<file path="config.mk">
export PLATFORM = sky130hd
export DESIGN_NAME = windowed_mean_with_invalid_skip_core
export DESIGN_NICKNAME = d
export VERILOG_FILES = /design/src/hw/rtl/wmis_pkg.sv /design/src/hw/rtl/windowed_mean_with_invalid_skip_core.sv
export SDC_FILE = /design/constraint.sdc
export NUM_CORES = 2
export LEC_CHECK = 0
export BUFFER_PORTS_ARGS = -buffer_cell sky130_fd_sc_hd__buf_2
export CORE_MARGIN = 5
export CORE_UTILIZATION = 31
export CTS_BUF_LIST = sky130_fd_sc_hd__clkbuf_8
export CTS_CLUSTER_DIAMETER = 50
export DETAILED_ROUTE_END_ITERATION = 10
export GPL_TIMING_DRIVEN = 1
export HOLD_SLACK_MARGIN = 0.02
export SYNTH_ARGS = -nofsm -noshare
export SYNTH_HDL_FRONTEND = slang
export SYNTH_SLANG_ARGS = --single-unit
</file>
<file path="constraint.sdc">
create_clock -name clk -period 7 [get_ports clk]
set_clock_uncertainty 0.2 [all_clocks]
set_input_delay 0.7 -clock clk [delete_from_list [all_inputs] [get_ports clk]]
set_output_delay 0.7 -clock clk [all_outputs]
set_load 0.005 [all_outputs]
</file>
<file path="src/hw/rtl/wmis_pkg.sv">
package wmis_pkg;

  localparam int WINDOW_DEF = 60;
  localparam int SAMPLE_W   = 32;

  typedef struct packed {
    logic signed [SAMPLE_W-1:0] sample;
    logic                       sample_valid;
  } sample_t;

  typedef struct packed {
    logic signed [SAMPLE_W-1:0] mean;
    logic                       mean_valid;
  } mean_t;

  typedef enum logic [2:0] {
    ST_IDLE,
    ST_UPDATE,
    ST_PREP,
    ST_DIVIDE,
    ST_DONE
  } state_t;

endpackage

</file>
<file path="src/hw/rtl/windowed_mean_with_invalid_skip_core.sv">
// Each sample passes the update, prep, bit-serial restoring divide and done states before
// its result is loaded into the output register; an empty window skips the divide steps.
// One sample is in flight at a time: the next sample is taken once the result is parked
// in the output register, and a stall on the result holds the next sample off.
// Reset (rst, synchronous, active high) clears pointer, fill count, sum, valid
// count and handshake state; the sample ring itself is not cleared.
module windowed_mean_with_invalid_skip_core #(
  parameter int WINDOW = wmis_pkg::WINDOW_DEF
) (
  input  logic              clk,
  input  logic              rst,
  input  logic              item_valid,
  output logic              item_stall,
  input  wmis_pkg::sample_t item,
  output logic              result_valid,
  input  logic              result_stall,
  output wmis_pkg::mean_t   result
);
  import wmis_pkg::*;

  // Derived widths: pointer, counts up to WINDOW, sum that cannot overflow.
  localparam int PTR_W  = (WINDOW > 1) ? $clog2(WINDOW) : 1;
  localparam int CNT_W  = $clog2(WINDOW + 1);
  localparam int SUM_W  = SAMPLE_W + CNT_W;
  localparam int STEP_W = $clog2(SUM_W + 1);
  localparam int ENT_W  = SAMPLE_W + 1;

  // Sample ring: {valid flag, value}, one synchronous read port.
  logic [ENT_W-1:0] ring [WINDOW];
  logic [ENT_W-1:0] rd_data;

  state_t state, state_next;

  logic        [PTR_W-1:0]    wr_ptr;
  logic        [CNT_W-1:0]    fill_count;
  logic        [CNT_W-1:0]    valid_total;
  logic signed [SUM_W-1:0]    running_sum;

  // Captured sample of the item in flight.
  logic signed [SAMPLE_W-1:0] smp;
  logic                       smp_ok;

  // Divider registers: quot shifts the dividend out and the quotient in.
  logic [SUM_W-1:0]  quot;
  logic [CNT_W-1:0]  rem;
  logic [STEP_W-1:0] step;
  logic              neg;
  logic              mean_ok;

  // Controls from the output decoder.
  logic take_item;
  logic do_update;
  logic do_prep;
  logic do_step;
  logic do_load;

  logic                    evict;
  logic                    item_xfer;
  logic                    result_xfer;
  logic                    out_free;
  logic [CNT_W:0]          rem_sh;
  logic                    ge;
  logic [SUM_W-1:0]        sum_mag;
  logic signed [SUM_W-1:0] sum_upd;
  logic [CNT_W-1:0]        cnt_upd;

  assign item_xfer   = item_valid && !item_stall;
  assign result_xfer = result_valid && !result_stall;
  assign out_free    = !result_valid || !result_stall;

  // Oldest entry only leaves once the ring has wrapped; every slot is written by then.
  assign evict = (fill_count == CNT_W'(WINDOW)) && rd_data[ENT_W-1];

  always_comb begin
    sum_upd = running_sum;
    cnt_upd = valid_total;
    if (evict) begin
      sum_upd = sum_upd - SUM_W'($signed(rd_data[SAMPLE_W-1:0]));
      cnt_upd = cnt_upd - CNT_W'(1);
    end
    if (smp_ok) begin
      sum_upd = sum_upd + SUM_W'(smp);
      cnt_upd = cnt_upd + CNT_W'(1);
    end
  end

  // Magnitude fits SUM_W unsigned: |sum| never reaches 2^(SUM_W-1).
  assign sum_mag = running_sum[SUM_W-1] ? SUM_W'(-running_sum) : SUM_W'(running_sum);

  // One restoring step.
  assign rem_sh = {rem, quot[SUM_W-1]};
  assign ge     = rem_sh >= {1'b0, valid_total};

  // Next-state logic
  always_comb begin
    state_next = state;
    case (state)
      ST_IDLE:   if (item_valid) state_next = ST_UPDATE;
      ST_UPDATE: state_next = ST_PREP;
      ST_PREP:   state_next = (valid_total != '0) ? ST_DIVIDE : ST_DONE;
      ST_DIVIDE: if (step == STEP_W'(SUM_W - 1)) state_next = ST_DONE;
      ST_DONE:   if (out_free) state_next = ST_IDLE;
      default:   state_next = ST_IDLE;
    endcase
  end

  // Output decoder
  always_comb begin
    item_stall = 1'b1;
    take_item  = 1'b0;
    do_update  = 1'b0;
    do_prep    = 1'b0;
    do_step    = 1'b0;
    do_load    = 1'b0;
    case (state)
      ST_IDLE: begin
        item_stall = 1'b0;
        take_item  = item_valid;
      end
      ST_UPDATE: do_update = 1'b1;
      ST_PREP:   do_prep   = 1'b1;
      ST_DIVIDE: do_step   = 1'b1;
      ST_DONE:   do_load   = out_free;
      default:   item_stall = 1'b1;
    endcase
  end

  always_ff @(posedge clk) begin
    if (rst) begin
      state <= ST_IDLE;
    end else begin
      state <= state_next;
    end
  end

  // Ring: read at the write pointer on every cycle, so the entry to be
  // overwritten is ready in the update cycle after the transfer.
  always_ff @(posedge clk) begin
    rd_data <= ring[wr_ptr];
    if (do_update) begin
      ring[wr_ptr] <= {smp_ok, smp};
    end
  end

  always_ff @(posedge clk) begin
    if (take_item && item_xfer) begin
      smp    <= item.sample;
      smp_ok <= item.sample_valid;
    end
  end

  // Window bookkeeping
  always_ff @(posedge clk) begin
    if (rst) begin
      wr_ptr      <= '0;
      fill_count  <= '0;
      valid_total <= '0;
      running_sum <= '0;
    end else if (do_update) begin
      running_sum <= sum_upd;
      valid_total <= cnt_upd;
      wr_ptr      <= (wr_ptr == PTR_W'(WINDOW - 1)) ? '0 : wr_ptr + PTR_W'(1);
      if (fill_count != CNT_W'(WINDOW)) begin
        fill_count <= fill_count + CNT_W'(1);
      end
    end
  end

  // Divider: magnitude divided bit by bit, sign restored at the output.
  // An empty window loads a zero quotient and skips the steps.
  always_ff @(posedge clk) begin
    if (do_prep) begin
      rem     <= '0;
      step    <= '0;
      mean_ok <= (valid_total != '0);
      if (valid_total != '0) begin
        quot <= sum_mag;
        neg  <= running_sum[SUM_W-1];
      end else begin
        quot <= '0;
        neg  <= 1'b0;
      end
    end else if (do_step) begin
      quot <= {quot[SUM_W-2:0], ge};
      rem  <= ge ? CNT_W'(rem_sh - {1'b0, valid_total}) : rem_sh[CNT_W-1:0];
      step <= step + STEP_W'(1);
    end
  end

  // Output register: holds the result while the far side stalls.
  always_ff @(posedge clk) begin
    if (rst) begin
      result_valid <= 1'b0;
    end else if (do_load) begin
      result_valid <= 1'b1;
    end else if (result_xfer) begin
      result_valid <= 1'b0;
    end
  end

  always_ff @(posedge clk) begin
    if (do_load) begin
      result.mean       <= neg ? -$signed(quot[SAMPLE_W-1:0]) : $signed(quot[SAMPLE_W-1:0]);
      result.mean_valid <= mean_ok;
    end
  end

endmodule

</file>
== After elaboration in Yosys (flattened, before gate mapping) ==
Memories as Yosys holds them, arrays and structs flattened. A register that Yosys moved wholly into a read port is not among the register bits.
Cells that the tools add are included.
Widths: inputs -> output; s select.

* $add $sub $neg: 10
* Reductions and logical operators: 13
* Divide/modulo/power cells: 0
* Multipliers: 0
* Shift-type cells: 0
* Equal/unequal tests: 11
* Muxes and demuxes: 26
* Bitwise logic cells: 0
* Order comparisons: 1

{| class="wikitable"
|+ Operators with widths
! cell !! count
|-
| $mux 38 || 6
|-
| $add 38x32->38 || 1
|-
| $neg 38->38 || 1
|-
| $sub 38x32->38 || 1
|-
| $mux 32 || 1
|-
| $neg 32->32 || 1
|-
| $add 6x1->6 const B || 4
|-
| $mux 6 || 4
|-
| $eq 6x6->1 const B || 3
|-
| $pmux 3 s5 || 1
|-
| $mux 3 || 4
|-
| $mux 1 || 10
|-
| $ge 7x6->1 || 1
|-
| $eq 3x2->1 const B || 2
|-
| $ne 2x2->1 const B || 3
|-
| $ne 6x6->1 const B || 1
|-
| $reduce_bool 6->1 || 1
|-
| $sub 6x1->6 const B || 1
|-
| $sub 6x6->6 || 1
|-
| $logic_and 1x1->1 || 4
|-
| $reduce_bool 2->1 || 2
|-
| $eq 3x1->1 const B || 1
|-
| $eq 3x3->1 const B || 1
|-
| $logic_not 3->1 || 1
|-
| other kinds (4) || 5
|}

* Logic and storage cells: 77
* Memory bits (read-only): 0
* Output and inout bits: 35
* Memories: 1
* Input bits: 37
* Flip-flop bits (word level): 178
* Bits in latches: 0
* Memory bits (writable): 1980

{| class="wikitable"
|+ Memory list
! memory !! words !! bits a word !! rd ports !! clocked after memory_dff !! wr ports !! line !! RTL
|-
| ring || 60 || 33 || 1 || 1 || 1 || windowed_mean_with_invalid_skip_core.sv:29 || <nowiki>logic [ENT_W-1:0] ring [WINDOW];</nowiki>
|}

== Depth between registers and ports, before layout ==
* Depth in word-level cells: 5
* Depth in mapped cells: 25
* Mapped depth without buffers: 24

== Worst setup path after synthesis ==
Ideal clock, no wire load.

* Path type: register -> register
* Start: register running_sum[0]
* End: register running_sum[37]
* Cell stages (with the launch flop): 23
* Data arrival time: 4.896 ns
* Slack: 1.783 ns
* Data required time: 6.679 ns
* Path through: dfxtp_1 -> inv_1 -> ha_1 -> fa_1 -> nor2b_1 -> o31a_1 -> o31ai_1 -> a211oi_1 -> o21ai_0 -> a211o_1 -> and3_1 -> o31ai_1 -> ha_1 -> clkbuf_1 -> nand2_1 -> o211ai_1 -> a211oi_1 -> o21ai_0 -> o311ai_0 -> nand4_1 -> a21o_1 -> mux2i_1 -> mux2_2

* Longest elaborated chain between the ends: 4

{| class="wikitable"
|+ Ends and longest elaborated chain
! what !! line !! RTL
|-
| from (decl) || windowed_mean_with_invalid_skip_core.sv:37 || <nowiki>logic signed [SUM_W-1:0] running_sum;</nowiki>
|-
| from (signal assigned) || windowed_mean_with_invalid_skip_core.sv:160 || <nowiki>running_sum <= sum_upd;</nowiki>
|-
| $sub 38x32->38 || windowed_mean_with_invalid_skip_core.sv:78 || <nowiki>sum_upd = sum_upd - SUM_W'($signed(rd_data[SAMPLE_W-1:0]));</nowiki>
|-
| $mux 38 * || windowed_mean_with_invalid_skip_core.sv:77 || <nowiki>if (evict) begin</nowiki>
|-
| $add 38x32->38 || windowed_mean_with_invalid_skip_core.sv:82 || <nowiki>sum_upd = sum_upd + SUM_W'(smp);</nowiki>
|-
| $mux 38 * || windowed_mean_with_invalid_skip_core.sv:81 || <nowiki>if (smp_ok) begin</nowiki>
|}

Mark *: on every way between the ends. The rest lies on a longest branch, timed or not.
A chain may end at the register's enable or synchronous reset.

== Worst setup path after layout ==
Same ends and word-level chain as after synthesis.

==> out/metrics.cfg <==
[worst_setup_path]
worst-path-stages=22
critPathMaxFanout=8
rr_startpoint=running_sum[0]$_SDFFE_PP0P_
crit_arrival_ps=7090
crit_path_top_delay_cell=a2111oi_0
crit_path_start=running_sum[0]$_SDFFE_PP0P_
worstSetupEndpointType=register
critPathLaunchType=register
critical_path.top_delay_family=compound AO/OA/AOI/OAI gates
setup.worst_path.class=reg -> reg
worst_path_largest_cell_delay_ps=630
worst_ep_required_time_ps=7600
reg2regPathDepth=22
crit_path_cell_trace=inv_1, ha_1, fa_1, nor2b_1, o31a_1, o31ai_1, a211oi_1, o21ai_0, a2111oi_0, nor3_1, o31ai_1, ha_1, nand2_1, nor2_1, and3_1, nand3_1, a211oi_1, o311ai_0, a211o_1, a21o_1, mux2i_1, mux2_2
worst_path_buf_inv=1

[power]
pnr_total_power_mw=27.4
power.leakage_nw=31.0
ir_drop_v=0.000186
power_density_nw_per_um2=279

[drt]
antenna_violating_nets_post_route=0
drt_drc_violations_left=0
post_drt_wl_per_cell_microns=27.7
drt-total-wl_microns=266000
route.detailed.vias_per_inst=5.53
dr.first_iter.drc_count=7252
dr.pass1.iters=6
detailroute.via_count=52979

[placed_design]
port_buffers=71
gp_congestion=0.833
detailed_place_hpwl_microns=153000
post-place-cells=8935

[sta]
setup_viol=0
worst_hold_slack_ps=190
achievable-frequency_ghz=0.154
totalNegativeSetupSlack_ps=0
actual_slew_at_the_worst_max_slew_pin_ps=1300
rsz0062_at_grt=no
finalCriticalPeriod_ps=6490
max_slew_margin=0.129
fraction_of_the_cycle_the_final_worst_path_needs=0.928
hold_violations=0
slew_violations=0

[final_layout]
n_fill_cell=25675
post_route_cells_drive_above_1_share=0.148
fin_nets=5768
stdcell_count=9575
syn_to_final_growth_pct=14.9
finalCoreUtilization=0.358

[clocking]
cts-buffers-inserted=348
tritoncts_clock_tree=built
cts.path.max_buffers=4
clock-sinks=2191
worstSkewPairLatency_ps=980
cts.htree.levels=5
clk_transition_reported_paths_ps=60
cts-root-buf=clkbuf_8

[floorplanning]
fp-row-count=192
coreArea_sq_um=274000
die_wd_microns=535
design.die.area_sq_um=286000
initial_utilization=0.312
die_h_microns=535
i_o_pin_count=72

[grt]
grt_max_degree=109
vias_in_the_first_global_route=51377
grt.overflow.total=0
grt_pass1_wl_microns=376000
grtUsageTotal=0.178
antenna_violations_before_repair=12

[hold_path]
worst_hold_path_stage_count=3
hp-start=rst
min_path_type=in -> reg

[synth]
synth.net_count=5428
gate_count_post_synth=5294
syn_area_sq_um=85500
synth-seq-cells=2191
yosys_most_used_dff=edfxtp_1
synth.avg_cell_area_sq_um=16.1
synthDistinctLibCells=73
ys_seq_area_frac=0.757
ys_async_sr_fraction=0
synth-edff-count=2086
synth-warning-count=0

[run_status]
run_status=finished clean

[job]
timing.max_cap.violations=0

==> where the power goes <==
part | switching (mW) | total (mW) | internal [mW] | leakage, nW
Combinational | 1.71 | 2.54 | 0.824 | 7.78
Sequential | 0.204 | 14.8 | 14.6 | 19.6
Clock | 5.06 | 10.0 | 4.97 | 3.56
==> per-layer routing <==
metal | wire length, microns | part of all wire | vias up | global-route usage
met5 | 0 | 0 | - | 0
met4 | 5370 | 0.020 | 0 | 0.0386
met3 | 30800 | 0.12 | 386 | 0.0430
met2 | 119000 | 0.45 | 3079 | 0.275
met1 | 110000 | 0.42 | 27134 | 0.255
li1 | - | - | 22380 | -
==> layout make-up <==
class,count,area [sq um],area share
inverters,77,289,0.00294
clock inverters,244,1240,0.0126
multi-input cells,2700,19800,0.202
flip-flops and latches,2191,64800,0.659
diodes,5,12.5,0.000127
repair buffers,316,2580,0.0263
well taps,3686,4610,0.0470
clock buffers,356,4900,0.0499
==> Yosys cell counts (10+ instances only) <==
cell	instances	area, sq um
a22oi_1	544	4080
a41oi_1	34	298
or3_1	16	100
nor4_1	35	219
xor2_1	54	473
o211ai_1	33	248
nand2_1	243	912
a21oi_1	175	876
a21o_1	46	345
edfxtp_1	2086	62600
nand2b_1	17	106
nor2_1	176	661
mux2i_1	32	320
a31oi_1	157	982
xnor2_1	79	692
nand4_1	49	307
nor3_1	29	145
nand3_1	46	230
dfxtp_1	105	2100
nor2b_1	19	119
o21a_1	14	105
buf_1	90	338
a211oi_1	33	248
o31ai_1	34	255
o21bai_1	10	75.1
clkbuf_1	236	886
o21ai_0	197	986
ha_1	94	1180
and3_1	22	138
o221ai_1	15	131
inv_1	75	282
a221oi_1	162	1420
o41ai_1	11	96.3
a22o_1	161	1410
mux2_2	21	236
mux4_2	42	946
==> worst paths after layout <==
path	to	slack (ps)
setup / recovery	running_sum[37]$_SDFFE_PP0P_	510
hold / removal	state[0]$_SDFFE_PP0P_	190
hold reg to reg	result[0]$_DFFE_PP_	240
setup reg to reg	running_sum[37]$_SDFFE_PP0P_	510
==> cell families (layout without fill, tap and decap cells) <==
family / count (synthesis) / in the layout / synth area share
AOI/OAI and AO/OA: 1672 / 1672 / 0.140
and+or+nand+nor: 703 / 703 / 0.0390
DFF: 2191 / 2191 / 0.757
buffers and inverters: 403 / 993 / 0.0177
muxes: 95 / 95 / 0.0176
xor gates and xnor gates: 133 / 133 / 0.0136
other: 0 / 5 / 0
adders and majority gates: 97 / 97 / 0.0145
==> sequential cells by signal, summed over array words and instances (netlist names) <==
| register | cells |
|---|---|
| smp | 32 |
| smp_ok | 1 |
| mean_ok | 1 |
| neg | 1 |
| rd_data | 33 |
| running_sum | 38 |
| fill_count | 6 |
| ring | 1980 |
| state | 3 |
| rem | 6 |
| quot | 38 |
| result_valid | 1 |
| valid_total | 6 |
| step | 6 |
| result | 33 |
| wr_ptr | 6 |
==> worst reg2reg max path: stages (launching register included) <==
cell and delay (ps):
dfxtp_1 430, inv_1 100, ha_1 220, fa_1 410, nor2b_1 180, o31a_1 200, o31ai_1 130, a211oi_1 530
o21ai_0 360, a2111oi_0 630, nor3_1 100, o31ai_1 440, ha_1 330, nand2_1 80, nor2_1 120, and3_1 210
nand3_1 90, a211oi_1 380, o311ai_0 250, a211o_1 360, a21o_1 160, mux2i_1 140, mux2_2 350
==> through the flow <==
| stage | setup WS [ps] | cell area, sq um |
|---|---|---|
| after floorplan | 1780 | 85500 |
| after global placement | 535 | 91700 |
| after detailed placement | 564 | 91700 |
| after CTS | 581 | 98200 |
| after global routing | 226 | 98200 |
| final | 507 | 98200 |
==> repair_timing <==
item | 4_1_cts | 5_1_grt
hold buffers | 35 | 0
endpoints found under the hold margin | 36 | 0
gates resized for setup | 0 | 0
buffers inserted | 0 | 0
==> layout by cell type (no fill, tap or decap), types with 34 or more instances in the layout <==
master	count
nor2_1	113
nor2_4	62
a41oi_1	34
edfxtp_1	2086
nand2_1	240
buf_2	71
o31ai_1	34
xor2_1	54
dfxtp_1	101
a21oi_1	174
a22oi_1	544
a21o_1	46
clkbuf_8	356
buf_4	186
ha_1	94
mux4_2	42
inv_1	185
a22o_1	161
a221oi_1	162
o21ai_0	197
dlygate4sd3_1	35
nand3_1	46
nand4_1	49
a31oi_1	157
clkinv_1	81
xnor2_1	79
Note: power is estimated with default switching activity, not from simulation.
